**src/design/icsu_pkg.sv**
```systemverilog
`timescale 1ns / 1ps
`default_nettype none
// ----------------------------------------------------------------------------
// icsu_pkg
// Shared widths, register indexes, sequencer states and control types of the
// interval counter sampler.
// ----------------------------------------------------------------------------
package icsu_pkg;

    localparam int unsigned TIME_W     = 64;
    localparam int unsigned VAL_W      = 48;
    localparam int unsigned NUM_CNT    = 4;
    localparam int unsigned ECNT_W     = 3;
    localparam int unsigned CFG_IDX_W  = 2;
    localparam int unsigned CFG_DATA_W = 64;

    // Operand half widths of the shared 32x32 multiplier.
    localparam int unsigned HALF_W     = 32;
    localparam int unsigned PROD_W     = 2 * HALF_W;

    // Signed accumulator for L*(now-Pt) + P*(Lt-now): each term is below 2^112.
    localparam int unsigned ACC_W      = 115;
    // Magnitude bits handed to the divider when the sum is not negative.
    localparam int unsigned NUM_W      = 113;

    // Eight partial products per counter, then the adder is drained.
    localparam int unsigned MUL_ISSUE  = 8;
    localparam int unsigned MUL_CNT_W  = 4;

    localparam logic [VAL_W-1:0] VAL_MAX = {VAL_W{1'b1}};

    localparam logic [CFG_IDX_W-1:0] CFG_SAMPLING_INTERVAL = 2'd0;
    localparam logic [CFG_IDX_W-1:0] CFG_EVENT_COUNT       = 2'd1;

    typedef enum logic [2:0] {
        S_IDLE,
        S_PREP,
        S_MUL,
        S_DIV,
        S_EMIT
    } t_state;

    typedef struct packed {
        logic       clr;
        logic       issue;
        logic [1:0] shift;   // partial product weight in units of 2^32
        logic       neg;     // subtract the partial product
    } t_mac_ctl;

endpackage
`default_nettype wire

```
**src/design/icsu_mac.sv**
```systemverilog
`timescale 1ns / 1ps
`default_nettype none
// ----------------------------------------------------------------------------
// icsu_mac
// Shared 32x32 multiplier with a registered product, feeding a signed
// accumulator that adds or subtracts the shifted partial product.
// ----------------------------------------------------------------------------
module icsu_mac
    import icsu_pkg::*;
(
    input  wire logic             i_clk,
    input  wire logic             i_rst_n,
    input  wire t_mac_ctl         i_ctl,
    input  wire logic [HALF_W-1:0] i_a,
    input  wire logic [HALF_W-1:0] i_b,
    output logic      [ACC_W-1:0] o_acc
);

    logic [PROD_W-1:0] r_prod;
    logic              r_pp_vld;
    logic [1:0]        r_pp_shift;
    logic              r_pp_neg;
    logic [ACC_W-1:0]  r_acc;
    logic [ACC_W-1:0]  w_term;

    always_comb begin
        case (r_pp_shift)
            2'd0:    w_term = ACC_W'(r_prod);
            2'd1:    w_term = ACC_W'(r_prod) << HALF_W;
            2'd2:    w_term = ACC_W'(r_prod) << (2 * HALF_W);
            default: w_term = '0;
        endcase
    end

    always_ff @(posedge i_clk) begin
        if (!i_rst_n) begin
            r_pp_vld <= 1'b0;
            r_acc    <= '0;
        end else begin
            r_pp_vld <= i_ctl.issue;
            if (i_ctl.clr) begin
                r_acc <= '0;
            end else if (r_pp_vld) begin
                r_acc <= r_pp_neg ? (r_acc - w_term) : (r_acc + w_term);
            end
        end
    end

    always_ff @(posedge i_clk) begin
        if (i_ctl.issue) begin
            r_prod     <= i_a * i_b;
            r_pp_shift <= i_ctl.shift;
            r_pp_neg   <= i_ctl.neg;
        end
    end

    assign o_acc = r_acc;

endmodule
`default_nettype wire

```
**config.mk**
```make
export PLATFORM = sky130hd
export DESIGN_NAME = icsu_mac
export DESIGN_NICKNAME = d
export VERILOG_FILES = /design/src/design/icsu_pkg.sv /design/src/design/icsu_mac.sv
export SDC_FILE = /design/constraint.sdc
export NUM_CORES = 2
export LEC_CHECK = 0
export ABC_AREA = 1
export BUFFER_PORTS_ARGS = -buffer_cell sky130_fd_sc_hd__buf_4
export CAP_MARGIN = 20
export CORE_MARGIN = 2
export CORE_UTILIZATION = 40
export DETAILED_ROUTE_END_ITERATION = 16
export GPL_TIMING_DRIVEN = 0
export HOLD_SLACK_MARGIN = 0.12
export MAX_ROUTING_LAYER = met4
export PLACE_DENSITY_LB_ADDON = 0.12
export SLEW_MARGIN = 20
export SYNTH_ARGS = -nofsm -noshare
export SYNTH_HDL_FRONTEND = slang
export SYNTH_SLANG_ARGS = --single-unit
export TNS_END_PERCENT = 50
```
**constraint.sdc**
```tcl
create_clock -name i_clk -period 7.9 [get_ports i_clk]
set_input_delay 0.395 -clock i_clk [delete_from_list [all_inputs] [get_ports i_clk]]
set_output_delay 0.395 -clock i_clk [all_outputs]
set_load 0.05 [all_outputs]
```
==> results.sh <==
export IMPL_cts_sinks=183
export IMPL_fin_area_um2=59870
export IMPL_finalHoldViolCount=0
export IMPL_synth_distinct_cells=48
export IMPL_cp_start_kind="input pin"
export IMPL_multi_input_area_um2=42240
export IMPL_ys_seq_area_frac=0.07818
export IMPL_crit_fanout=10
export IMPL_cts_tree="yes"
export IMPL_grt_max_degree=69
export IMPL_die_x_um=376.3
export IMPL_holdPathEnd="r_prod[0]"
export IMPL_yosysTopAreaCell="fa_1"
export IMPL_pin_count=186
export IMPL_status="complete, no violations"
export IMPL_fin_util=0.4354
export IMPL_clkLatencyLatePin_ns=0.55
export IMPL_required_ns=8.19
export IMPL_worst_pin_slew_ns=1.346
export IMPL_htree_levels=4
export IMPL_top_layer="met4"
export IMPL_hold_start="i_a[0]"
export IMPL_fmax_mhz=128.7
export IMPL_min_path_type="input pin to flop"
export IMPL_min_period_ns=7.768
export IMPL_die_area_um2=141600
export IMPL_nets=9738
export IMPL_cts_reportedPaths_clkPinSlew_ns=0.08
export IMPL_route_met3_wl_mm=19.23
export IMPL_criticalPathCategory="input pin to flop"
export IMPL_worstHoldPathCells=3
export IMPL_r2r_start="r_pp_shift[1]"
export IMPL_dp_hpwl_mm=256.4
export IMPL_synth_fp_nets=9527
export IMPL_fillerInstances=14940
export IMPL_wirelength_mm=293.4
export IMPL_grt_pass1_vias=56450
export IMPL_synth_area_leaders="fa_1, nand2_1, inv_1"
export IMPL_synth_top_area_share=0.3239
export IMPL_finalCritPeriodShare=0.9832
export IMPL_r2r_end="o_acc[88]"
export IMPL_cap_violations=0
export IMPL_critPathArrivalTime_ns=8.05
export IMPL_avgSynthCellArea_um2=6.777
export IMPL_seqCellArea_um2=4334
export IMPL_initial_core_util=0.4032
export IMPL_async_flop_share=0
export IMPL_track_usage=0.4282
export IMPL_wire_per_inst_um=28.75
export IMPL_r2r_slack_ns=1.15
export IMPL_routed_via_count=54890
export IMPL_rsz0062_at_grt="false"
export IMPL_die_h_um=376.3
export IMPL_ys_flop_type="dfxtp_1"
export IMPL_firstDrtPassIters=7
export IMPL_rr_worst_depth=26
export IMPL_core_um2=137500
export IMPL_grt_antenna_before_repair=7
export IMPL_ant_nets=0
export IMPL_num_rows=136
export IMPL_grt_pass1_wl_mm=411.4
export IMPL_ys_ff_latch=183
export IMPL_endpoint_kind="flop"
export IMPL_syn_to_final_growth_pct=7.987
export IMPL_wl_met1_mm=104.0
export IMPL_vias_per_cell=5.379
export IMPL_grt_remaining_overflow=0
export IMPL_synth_area_um2=55440
export IMPL_slew_headroom=0.1026
export IMPL_met2_length_mm=141.7
export IMPL_clock_skew_ns=0.02918
export IMPL_post_cts_buffers=0
export IMPL_io_buffers=185
export IMPL_synth_edff_count=67
export IMPL_setup_viol=0
export IMPL_slew_viol_final=0
export IMPL_drtIter0Drc=4933
export IMPL_post_dp_cell_area_um2=59160
export IMPL_cts_root_buf="clkbuf_16"
export IMPL_gp_congestion=1.094
export IMPL_drive_gt1_frac=0.04355
export IMPL_drt_drc_violations_left=0
export IMPL_synthCells=8181
export IMPL_ys_warn_count=0
export IMPL_mostFrequentLayoutCell="nand2_1"
export IMPL_ctsLongestPathBuffers=2
export IMPL_most_common_layout_cells="nand2_1, inv_1, fa_1"
export IMPL_cts_buffers_inserted=17
[synthesized netlist by cell type (all sizes together) (3+ instances only)]
library cell     n
a21boi           8
a21o            23
a21oi          310
a221oi           4
a31o             3
a31oi           19
buf             33
clkbuf         237
dfxtp          116
edfxtp          67
fa             897
ha             378
inv           2071
nand2         2117
nand3          215
nand3b           7
nand4           64
nor2           893
nor3            43
nor4            16
o211ai           8
o21a            17
o21ai          357
o21bai          32
o221ai           3
xnor2           70
xor2           161
[per-stage QoR]
| stage | setup TNS (ns) | setup WS [ns] | hold slack [ns] | instances |
|---|---|---|---|---|
| after floorplan | 0 | 1.215 | 0.4885 | 8181 |
| after global placement | -16.30 | -0.7109 | 0.5262 | 10160 |
| after detailed placement | -12.72 | -0.6404 | 0.5334 | 10160 |
| after CTS | 0 | 0.01289 | 0.2426 | 10200 |
| after global routing | 0 | 0.008588 | 0.2792 | 10200 |
| final | 0 | 0.1324 | 0.2582 | 10200 |
[how the worst max path moves through the flow]
stage	to	from	slack, ns
after floorplan	r_prod[45]	i_b[11]	1.21
after global placement	r_prod[44]	i_a[13]	-0.71
after detailed placement	r_prod[44]	i_a[16]	-0.64
after CTS	r_prod[44]	i_b[9]	0.01
after global routing	r_prod[44]	i_a[6]	0.009
final	r_prod[44]	i_b[5]	0.13
[cell type report]
cell class | instances | area share
diodes | 5 | 0.0002090
plain buffers | 267 | 0.01992
clock buffers | 18 | 0.007168
clock inverters | 14 | 0.002382
inverters | 2073 | 0.1300
multi-input cells | 5655 | 0.7055
flip-flops and latches | 183 | 0.07239
well taps | 1794 | 0.03749
repair buffers | 195 | 0.02493
[cells by family (layout without fill, tap and decap cells)]
kind of cell,count (synthesis),after routing,share of synthesized area
AOI/OAI and AO/OA,788,788,0.07703
other,0,5,0
DFF,183,183,0.07818
adders and majority gates,1275,1275,0.4092
xor gates and xnor gates,231,231,0.03649
and+or+nand+nor,3361,3361,0.2390
buffers and inverters,2343,2567,0.1601
[what timing repair did]
action,4_1_cts,5_1_grt
resized for setup,2,141
endpoints found under the setup margin,2,17
hold buffers,4,0
hold endpoints to repair,4,0
[flip-flops by register name, indices dropped and copies added, names as in the netlist]
name	cells
o_acc	115
r_pp_neg	1
r_prod	64
r_pp_shift	2
r_pp_vld	1
[worst max-delay path: stages]
cell      delay [ns]
buf_4           0.17
clkbuf_1        0.75
nand2_1         0.10
inv_1           0.12
fa_1            0.44
fa_1            0.51
fa_1            0.52
inv_1           0.05
fa_1            0.48
inv_1           0.06
fa_1            0.48
fa_1            0.49
fa_1            0.54
fa_1            0.59
ha_1            0.43
a21oi_1         0.27
o21ai_0         0.18
a21oi_1         0.41
nand3_1         0.32
a21boi_0        0.37
or2_2           0.19
nand2_1         0.05
nand2_1         0.05
nand2_1         0.07
[routing by layer]
layer  GRT usage  vias up
li1            -    24550
met1      0.4547    26940
met2      0.7213     2517
met3     0.06585      879
met4      0.3221        0
met5           -        -
Power is not shown: default switching activity piles up to over one toggle a cycle in this logic, so the estimate is an artifact.
