## src/design/icsu_pkg.sv

```systemverilog
`timescale 1ns / 1ps
`default_nettype none
// ----------------------------------------------------------------------------
// icsu_pkg
// Shared widths, register indexes, sequencer states and control types of the
// interval counter sampler.
// ----------------------------------------------------------------------------
package icsu_pkg;

    localparam int unsigned TIME_W     = 64;
    localparam int unsigned VAL_W      = 48;
    localparam int unsigned NUM_CNT    = 4;
    localparam int unsigned ECNT_W     = 3;
    localparam int unsigned CFG_IDX_W  = 2;
    localparam int unsigned CFG_DATA_W = 64;

    // Operand half widths of the shared 32x32 multiplier.
    localparam int unsigned HALF_W     = 32;
    localparam int unsigned PROD_W     = 2 * HALF_W;

    // Signed accumulator for L*(now-Pt) + P*(Lt-now): each term is below 2^112.
    localparam int unsigned ACC_W      = 115;
    // Magnitude bits handed to the divider when the sum is not negative.
    localparam int unsigned NUM_W      = 113;

    // Eight partial products per counter, then the adder is drained.
    localparam int unsigned MUL_ISSUE  = 8;
    localparam int unsigned MUL_CNT_W  = 4;

    localparam logic [VAL_W-1:0] VAL_MAX = {VAL_W{1'b1}};

    localparam logic [CFG_IDX_W-1:0] CFG_SAMPLING_INTERVAL = 2'd0;
    localparam logic [CFG_IDX_W-1:0] CFG_EVENT_COUNT       = 2'd1;

    typedef enum logic [2:0] {
        S_IDLE,
        S_PREP,
        S_MUL,
        S_DIV,
        S_EMIT
    } t_state;

    typedef struct packed {
        logic       clr;
        logic       issue;
        logic [1:0] shift;   // partial product weight in units of 2^32
        logic       neg;     // subtract the partial product
    } t_mac_ctl;

endpackage
`default_nettype wire

```

## src/design/icsu_div.sv

```systemverilog
`timescale 1ns / 1ps
`default_nettype none
// ----------------------------------------------------------------------------
// icsu_div
// Restoring divider, one quotient bit per cycle, with the quotient clamped
// to the counter range.
// ----------------------------------------------------------------------------
module icsu_div
    import icsu_pkg::*;
(
    input  wire logic              i_clk,
    input  wire logic              i_rst_n,
    input  wire logic              i_start,
    input  wire logic [NUM_W-1:0]  i_num,
    input  wire logic [TIME_W-1:0] i_den,
    output logic                   o_done,
    output logic      [VAL_W-1:0]  o_quot
);

    localparam int unsigned CNT_W = $clog2(NUM_W + 1);

    logic              r_busy;
    logic              r_done;
    logic [CNT_W-1:0]  r_cnt;
    logic [NUM_W-1:0]  r_num;
    logic [TIME_W-1:0] r_den;
    logic [TIME_W-1:0] r_rem;
    logic [VAL_W-1:0]  r_q;
    logic              r_ovf;
    logic [TIME_W:0]   w_trial;
    logic              w_ge;

    // The remainder stays below the divisor, so the shifted value fits in 65 bits.
    assign w_trial = {r_rem, r_num[NUM_W-1]};
    assign w_ge    = (w_trial >= {1'b0, r_den});

    always_ff @(posedge i_clk) begin
        if (!i_rst_n) begin
            r_busy <= 1'b0;
            r_done <= 1'b0;
            r_cnt  <= '0;
        end else begin
            r_done <= 1'b0;
            if (i_start) begin
                r_busy <= 1'b1;
                r_cnt  <= CNT_W'(NUM_W);
            end else if (r_busy) begin
                r_cnt <= r_cnt - CNT_W'(1);
                if (r_cnt == CNT_W'(1)) begin
                    r_busy <= 1'b0;
                    r_done <= 1'b1;
                end
            end
        end
    end

    always_ff @(posedge i_clk) begin
        if (i_start) begin
            r_num <= i_num;
            r_den <= i_den;
            r_rem <= '0;
            r_q   <= '0;
            r_ovf <= 1'b0;
        end else if (r_busy) begin
            r_num <= r_num << 1;
            r_rem <= w_ge ? TIME_W'(w_trial - {1'b0, r_den}) : TIME_W'(w_trial);
            r_q   <= {r_q[VAL_W-2:0], w_ge};
            r_ovf <= r_ovf | r_q[VAL_W-1];
        end
    end

    assign o_done = r_done;
    assign o_quot = r_ovf ? VAL_MAX : r_q;

endmodule
`default_nettype wire

```

## config.mk

```make
export PLATFORM = sky130hd
export DESIGN_NAME = icsu_div
export DESIGN_NICKNAME = d
export VERILOG_FILES = /design/src/design/icsu_pkg.sv /design/src/design/icsu_div.sv
export SDC_FILE = /design/constraint.sdc
export NUM_CORES = 1
export LEC_CHECK = 0
export ABC_CLOCK_PERIOD_IN_PS = 9550
export BUFFER_PORTS_ARGS = -buffer_cell sky130_fd_sc_hd__clkbuf_2
export CORE_MARGIN = 8
export CORE_UTILIZATION = 39
export CTS_CLUSTER_SIZE = 30
export DETAILED_ROUTE_END_ITERATION = 10
export PLACE_DENSITY = 0.7
export SYNTH_ARGS = -nofsm -noshare
export SYNTH_HDL_FRONTEND = slang
export SYNTH_SLANG_ARGS = --single-unit
```

## constraint.sdc

```tcl
create_clock -name i_clk -period 9.55 [get_ports i_clk]
set_input_delay 1.91 -clock i_clk [delete_from_list [all_inputs] [get_ports i_clk]]
set_output_delay 1.91 -clock i_clk [all_outputs]
set_load 0.02 [all_outputs]
```

==> impl_metrics.py, run 1 <==
metrics = {
    "run_status": {
        "outcome": "finished, final reports clean",
    },
    "grt": {
        "grt_max_degree": 112,
        "grt_pass1_wl_um": 64720,
        "antenna_found_initial": 5,
        "grt_usage_pct": 15.78,
        "grt.overflow.total": 0,
        "grt_pass1_vias": 12430,
    },
    "worst_setup_path": {
        "ff2ff_path_depth": 11,
        "cp-start-kind": "input pin",
        "crit_start": "i_start",
        "crit_path_max_incr_delay_ps": 680,
        "cp-end-kind": "register",
        "cp.arrival_ps": 4290,
        "worst_path_max_delay_cell": "buf_4",
        "critPathKind": "input pin to register",
        "crit_fanout": 111,
        "r2r-end": "r_rem[52]",
        "cp_top_family": "buffers and inverters",
        "path_cells": "buf_8 > nor2_1 > inv_4 > buf_4",
        "crit_required_ps": 9720,
        "r2r_slack_ps": 5690,
        "worst-path-buf-inv": 3,
        "timing.rr.start": "r_den[18]",
    },
    "cts": {
        "cts_buffers": 36,
        "cts_setup_buffers": 0,
        "ctsHoldBuffers": 0,
        "cts_htree_levels": 2,
        "cts_tree": "yes",
        "cts.sinks": 299,
        "worstSkewPairLatency_ps": 540,
        "path_clk_slew_ps": 60,
        "cts_root_buf": "clkbuf_16",
        "cts_resized": 0,
        "clock_path_buffers": 3,
    },
    "timing": {
        "hold_viol_final": 0,
        "worst_pin_slew_ps": 1200,
        "fin_setup_tns_ps": 0,
        "finClkSkew_ps": 19.41,
        "period_share_pct": 43.15,
        "finalCriticalPeriod_ps": 4121,
        "rsz0062_at_grt": "false",
        "finalMaxSlewViolations": 0,
        "finalSetupViolations": 0,
        "timing.fmax_mhz": 242.7,
        "max_slew_margin_pct": 19.88,
    },
    "synth": {
        "synth-edff-count": 177,
        "synth_top_area_cell": "edfxtp_1",
        "synth_area_leaders": "edfxtp_1, dfxtp_1, mux2_2",
        "syn_nets": 1811,
        "synthArstFlopShare_pct": 0,
        "synth_top_area_share_pct": 32.44,
        "netlist-cell-type-count": 76,
        "synthCells": 1564,
        "syn_avg_cell_area_um2": 10.48,
        "ys.flop_type": "edfxtp_1",
        "seq_area_frac_synth_pct": 47.35,
        "synth_area_um2": 16380,
        "synth_warnings": 0,
        "ys_ff_latch": 299,
    },
    "die": {
        "initial_core_util_pct": 39.32,
        "die_h_um": 221.0,
        "coreArea_um2": 41670,
        "die_area_um2": 48820,
        "die_x_um": 221.0,
        "ioPinCount": 229,
        "num_rows": 75,
    },
    "routing": {
        "drt_first_pass_iters": 7,
        "drt_iter0_markers": 867,
        "drt-vias-per-instance": 5.348,
        "wire_per_inst_um": 17.24,
        "antenna_left": 0,
        "drc": 0,
        "vias": 12390,
        "totalWireLength_um": 39930,
    },
    "place": {
        "place.gp.congestion": 0.9118,
        "hpwlAfterDp_um": 29040,
        "io_buffers": 228,
    },
    "finish": {
        "num-nets-final": 1996,
        "syn_to_final_growth_pct": 16.05,
        "multi_input_area_um2": 7848,
        "n_fill_cell": 3946,
        "drive_above_1_share_pct": 26.14,
        "seq_area_um2": 7761,
    },
    "power": {
        "finalPower_uw": 3613,
        "power.leakage_uw": 0.008005,
        "p_per_area_nw_per_um2": 190.0,
        "max-vdd-ir-drop_mv": 0.1347,
    },
    "worst_hold_path": {
        "hp-class": "register to register",
        "hold_end": "r_rem[23]",
        "hold_depth": 2,
        "hp-start": "r_rem[22]",
    },
    "flow_run": {
        "cap_violations": 0,
    },
}
==> Yosys cell counts (all sizes together) (10+ instances only) <==
cell / count
inv: 88
a311oi: 16
edfxtp: 177
nand3: 26
xor2: 27
nor2: 152
nor3: 24
o21a: 10
dfxtp: 122
a21oi: 90
nand4: 19
nand2: 99
o21bai: 15
ha: 66
xnor2: 31
a211oi: 45
clkbuf: 57
buf: 31
o21ai: 55
a21o: 29
mux2: 113
and3: 19
or2: 51
mux2i: 92
==> logic make-up after synthesis <==
family                   share of synthesized area (%)
XOR/XNOR                                         3.101
multiplexers                                     13.39
flip-flops                                       47.35
AO/OA/AOI/OAI                                    13.67
buffers and inverters                            4.750
AND/OR/NAND/NOR                                  12.58
adder cells (fa/ha/maj)                          5.163
==> where the power goes <==
part	internal, uW	switching [uW]	total, uW
Combinational	290	395	685
Clock	850	543	1390
Sequential	1490	50.1	1540
Total	2630	988	3610
==> worst max-delay path by stage <==
stage / endpoint / cells after the start
after global routing: r_num[96] / 4
after global placement: r_num[8] / 4
after floorplan: r_num[0] / 3
after detailed placement: r_num[9] / 4
after CTS: r_num[76] / 4
final: r_num[108] / 4
==> area by class of cell <==
type                    instances  share of cell area (%)
well taps                     539                   3.547
multi-input cells            1089                   41.27
flip-flops and latches        299                   40.82
inverters                      88                   1.750
clock buffers                  53                   5.126
diodes                          2                 0.02632
repair buffers                235                   6.331
clock inverters                11                   1.125
==> metal layers <==
metal / part of all wire, % / global-route usage, % / up-vias
met5: 0.055 / 0 / -
met4: 2.7 / 5.252 / 4
met3: 7.9 / 5.237 / 75
met2: 46 / 25.82 / 351
met1: 43 / 19.40 / 5895
li1: - / - / 6062
==> flip-flops by register name, indices dropped and copies added, names as in the netlist <==
signal and count:
r_num 113, r_den 64, r_rem 64, r_q 48, r_cnt 7, o_done 1
r_busy 1, r_ovf 1
==> per-stage QoR <==
step / utilization (%) / worst slack (ps) / hold WS (ps) / area [um^2] / std cells
global placement: 42.77 / 4903 / 479.1 / 17820 / 2250
finish: 45.63 / 5429 / 499.9 / 19010 / 2316
global route: 45.63 / 5241 / 518.4 / 19010 / 2315
floorplan: - / 4678 / 457.8 / 16380 / 1564
detailed placement: 42.77 / 4823 / 492.8 / 17820 / 2250
CTS: 45.62 / 5415 / 500.9 / 19010 / 2314
==> layout by cell type (no fill, tap or decap), types with 10 or more instances in the layout <==
| cell | netlist | routed |
|---|---|---|
| a211oi_1 | 45 | 45 |
| a21o_1 | 29 | 29 |
| a21oi_1 | 86 | 86 |
| a311oi_1 | 15 | 15 |
| and3_1 | 19 | 19 |
| clkbuf_1 | 52 | 16 |
| clkbuf_16 | 0 | 36 |
| clkbuf_2 | 5 | 227 |
| dfxtp_1 | 122 | 121 |
| edfxtp_1 | 177 | 177 |
| ha_1 | 66 | 66 |
| inv_1 | 88 | 87 |
| mux2_2 | 113 | 113 |
| mux2i_1 | 92 | 92 |
| nand2_1 | 99 | 99 |
| nand3_1 | 26 | 26 |
| nand4_1 | 19 | 19 |
| nor2_1 | 151 | 151 |
| nor3_1 | 24 | 24 |
| o21a_1 | 10 | 10 |
| o21ai_0 | 46 | 46 |
| o21bai_1 | 14 | 14 |
| or2_2 | 49 | 49 |
| xnor2_1 | 31 | 31 |
| xor2_1 | 27 | 27 |
==> worst register-to-register path, delay by kind of cell, from the launching register on <==
kind | cells | cell delay, ps
and+or+nand+nor | 8 | 2740
adders and majority gates | 1 | 370
DFF | 1 | 330
AOI/OAI and AO/OA | 1 | 280
buffers and inverters | 1 | 50
Power figures use the tool's default switching activity.
==> run 2, diff against run 1 <==
--- a/config.mk
+++ b/config.mk
@@ -5,7 +5,7 @@
 export SDC_FILE = /design/constraint.sdc
 export NUM_CORES = 1
 export LEC_CHECK = 0
-export ABC_CLOCK_PERIOD_IN_PS = 9550
+export ABC_CLOCK_PERIOD_IN_PS = 4200
 export BUFFER_PORTS_ARGS = -buffer_cell sky130_fd_sc_hd__clkbuf_2
 export CORE_MARGIN = 8
 export CORE_UTILIZATION = 39
==> constraint.sdc (replaced) <==
create_clock -name i_clk -period 4.2 [get_ports i_clk]
set_input_delay 0.84 -clock i_clk [delete_from_list [all_inputs] [get_ports i_clk]]
set_output_delay 0.84 -clock i_clk [all_outputs]
set_load 0.02 [all_outputs]
==> impl_metrics.py, run 2 (synthesized netlist as in run 1, its figures left out) <==
metrics = {
    "finish": {
        "regMostFlops": "r_num",
        "final_cell_area_um2": 19050,
        "mostFrequentLayoutCell": "clkbuf_2",
        "syn_to_final_growth_pct": 16.26,
        "top_regs": "r_num (113), r_den (64), r_rem (64)",
        "antenna_cells": 0,
        "final_cell_mix": "clkbuf_2, edfxtp_1, nor2_1, dfxtp_1, mux2_2",
        "drive_above_1_share_pct": 26.64,
        "n_fill_cell": 3945,
        "seq_area_um2": 7761,
        "largest_register_ffs": 113,
        "multi_input_area_um2": 7848,
        "fin_util_pct": 45.71,
        "num-nets-final": 2004,
    },
    "die": {
        "die_h_um": 221.0,
        "num_rows": 75,
        "die_area_um2": 48820,
        "initial_core_util_pct": 39.32,
        "coreArea_um2": 41670,
        "ioPinCount": 229,
        "die_x_um": 221.0,
    },
    "timing": {
        "finClkSkew_ps": 24.81,
        "timing.fmax_mhz": 283.8,
        "finalCriticalPeriod_ps": 3523,
        "worst_pin_slew_ps": 1195,
        "period_share_pct": 83.89,
        "rsz0062_at_grt": "false",
        "whs_ps": 472.9,
        "max_slew_margin_pct": 20.25,
        "finalMaxSlewViolations": 0,
        "fin_setup_tns_ps": 0,
        "hold_viol_final": 0,
        "finalSetupViolations": 0,
    },
    "cts": {
        "ctsHoldBuffers": 0,
        "cts_resized": 0,
        "cts_buffers": 35,
        "cts_setup_buffers": 0,
        "clock_path_buffers": 3,
        "cts_root_buf": "clkbuf_16",
        "cts_tree": "yes",
        "cts_htree_levels": 2,
        "path_clk_slew_ps": 60,
        "worstSkewPairLatency_ps": 540,
        "cts.sinks": 299,
    },
    "power": {
        "max-vdd-ir-drop_mv": 0.3491,
        "seqPwrFrac_pct": 42.9,
        "internal_power_uw": 5839,
        "power.leakage_uw": 0.008031,
        "p_comb_share_pct": 19.8,
        "p_sw_share_pct": 27.99,
        "p_per_area_nw_per_um2": 425.7,
        "clkPwrFrac_pct": 37.3,
        "p_switching_uw": 2270,
    },
    "worst_setup_path": {
        "cp.arrival_ps": 3870,
        "cp-start-kind": "register",
        "crit_required_ps": 4550,
        "cp-end-kind": "register",
        "timing.rr.start": "r_rem[55]",
        "ff2ff_path_depth": 11,
        "r2r-end": "r_rem[10]",
        "path_cells": "ha_1 > nand2_1 > nor3_1 > nand2_1 > nor3_1 > nand2_1 > o32ai_4 > or2_4 > buf_4 > mux2i_1 > a211oi_1",
        "path_common_cell": "nand2_1",
        "crit_fanout": 16,
        "r2r_slack_ps": 680,
        "crit_path_max_incr_delay_ps": 490,
        "worst_path_max_delay_cell": "ha_1",
        "critPathKind": "register to register",
    },
    "routing": {
        "drt_iter0_markers": 842,
        "totalWireLength_um": 41330,
        "drc": 0,
        "drt_first_pass_iters": 6,
        "antenna_left": 0,
        "drt-vias-per-instance": 5.364,
        "wire_per_inst_um": 17.80,
        "vias": 12460,
    },
    "grt": {
        "grt.overflow.total": 0,
        "grt_max_degree": 109,
        "grt_pass1_vias": 12780,
        "use_met1_pct": 20.29,
        "antenna_found_initial": 4,
        "grt_pass1_wl_um": 66940,
        "grt_usage_pct": 16.39,
        "grt.busiest_layer": "met2",
        "met3_usage_pct": 5.634,
        "grtUsageMet2_pct": 26.59,
    },
    "worst_hold_path": {
        "hold_depth": 1,
        "hp-class": "input pin to register",
        "hp-start": "i_den[48]",
        "hold_end": "r_den[48]",
    },
    "flow_run": {
        "cap_violations": 0,
    },
    "place": {
        "place.gp.congestion": 0.9195,
        "place_area_um2": 17910,
        "io_buffers": 228,
        "hpwlAfterDp_um": 30290,
    },
    "run_status": {
        "outcome": "finished, final reports clean",
    },
}
run 2: cell count changes in the layout (fill, tap and decap cells not counted):
cell,previous run,this run
diode_2,2,0
buf_4,7,14
clkbuf_1,16,5
inv_16,1,0
clkbuf_8,1,2
buf_12,0,2
clkinv_2,2,4
inv_6,2,1
clkinv_1,0,8
bufinv_16,5,3
clkinvlp_4,0,3
run 2: area by class of cell:
type,count,share of cell area (%)
Multi-Input combinational cell,1089,41.20
Sequential cell,299,40.75
Timing Repair Buffer,244,6.805
Clock buffer,43,4.973
Tap cell,539,3.541
Inverter,88,1.747
Clock inverter,20,0.9854
run 2: how the worst max path moves through the flow:
stage / start / cells past startpoint / end
CTS: r_den[54] / 12 / r_rem[10]
finish: r_rem[55] / 11 / r_rem[10]
global route: r_den[56] / 12 / r_rem[4]
global placement: r_den[58] / 12 / r_rem[18]
detailed placement: r_den[54] / 12 / r_rem[10]
floorplan: i_start / 3 / r_num[0]
run 2: worst max-delay path: cells and delay by family (launching register included):
| kind | cells | cell delay (ps) |
|---|---|---|
| flops | 1 | 340 |
| mux | 1 | 250 |
| buf+inv | 1 | 340 |
| compound gates | 2 | 420 |
| simple gates | 6 | 1480 |
| fa+ha+maj | 1 | 490 |
run 2: per-stage QoR:
stage,power (uW),instances,setup slack [ps]
after floorplan,4732,1564,397.8
after global placement,5084,2259,897.2
after detailed placement,5124,2259,720.9
after CTS,8195,2322,695.6
after global routing,8485,2322,383.1
final,8109,2322,676.6
run 2: power groups by stage:
stage               Combinational [uW]  Sequential [uW]  Clock (uW)
floorplan                         1230             3500           0
global placement                  1550             3530           0
detailed placement                1590             3540           0
CTS                               1600             3480        3120
global route                      1760             3500        3220
finish                            1600             3480        3030
run 2: routing by layer:
| metal | up-vias | part of all wire [%] |
|---|---|---|
| met4 | 8 | 3.1 |
| met5 | - | 0.11 |
| met2 | 366 | 46 |
| met1 | 5891 | 42 |
| met3 | 101 | 8.6 |
| li1 | 6090 | - |
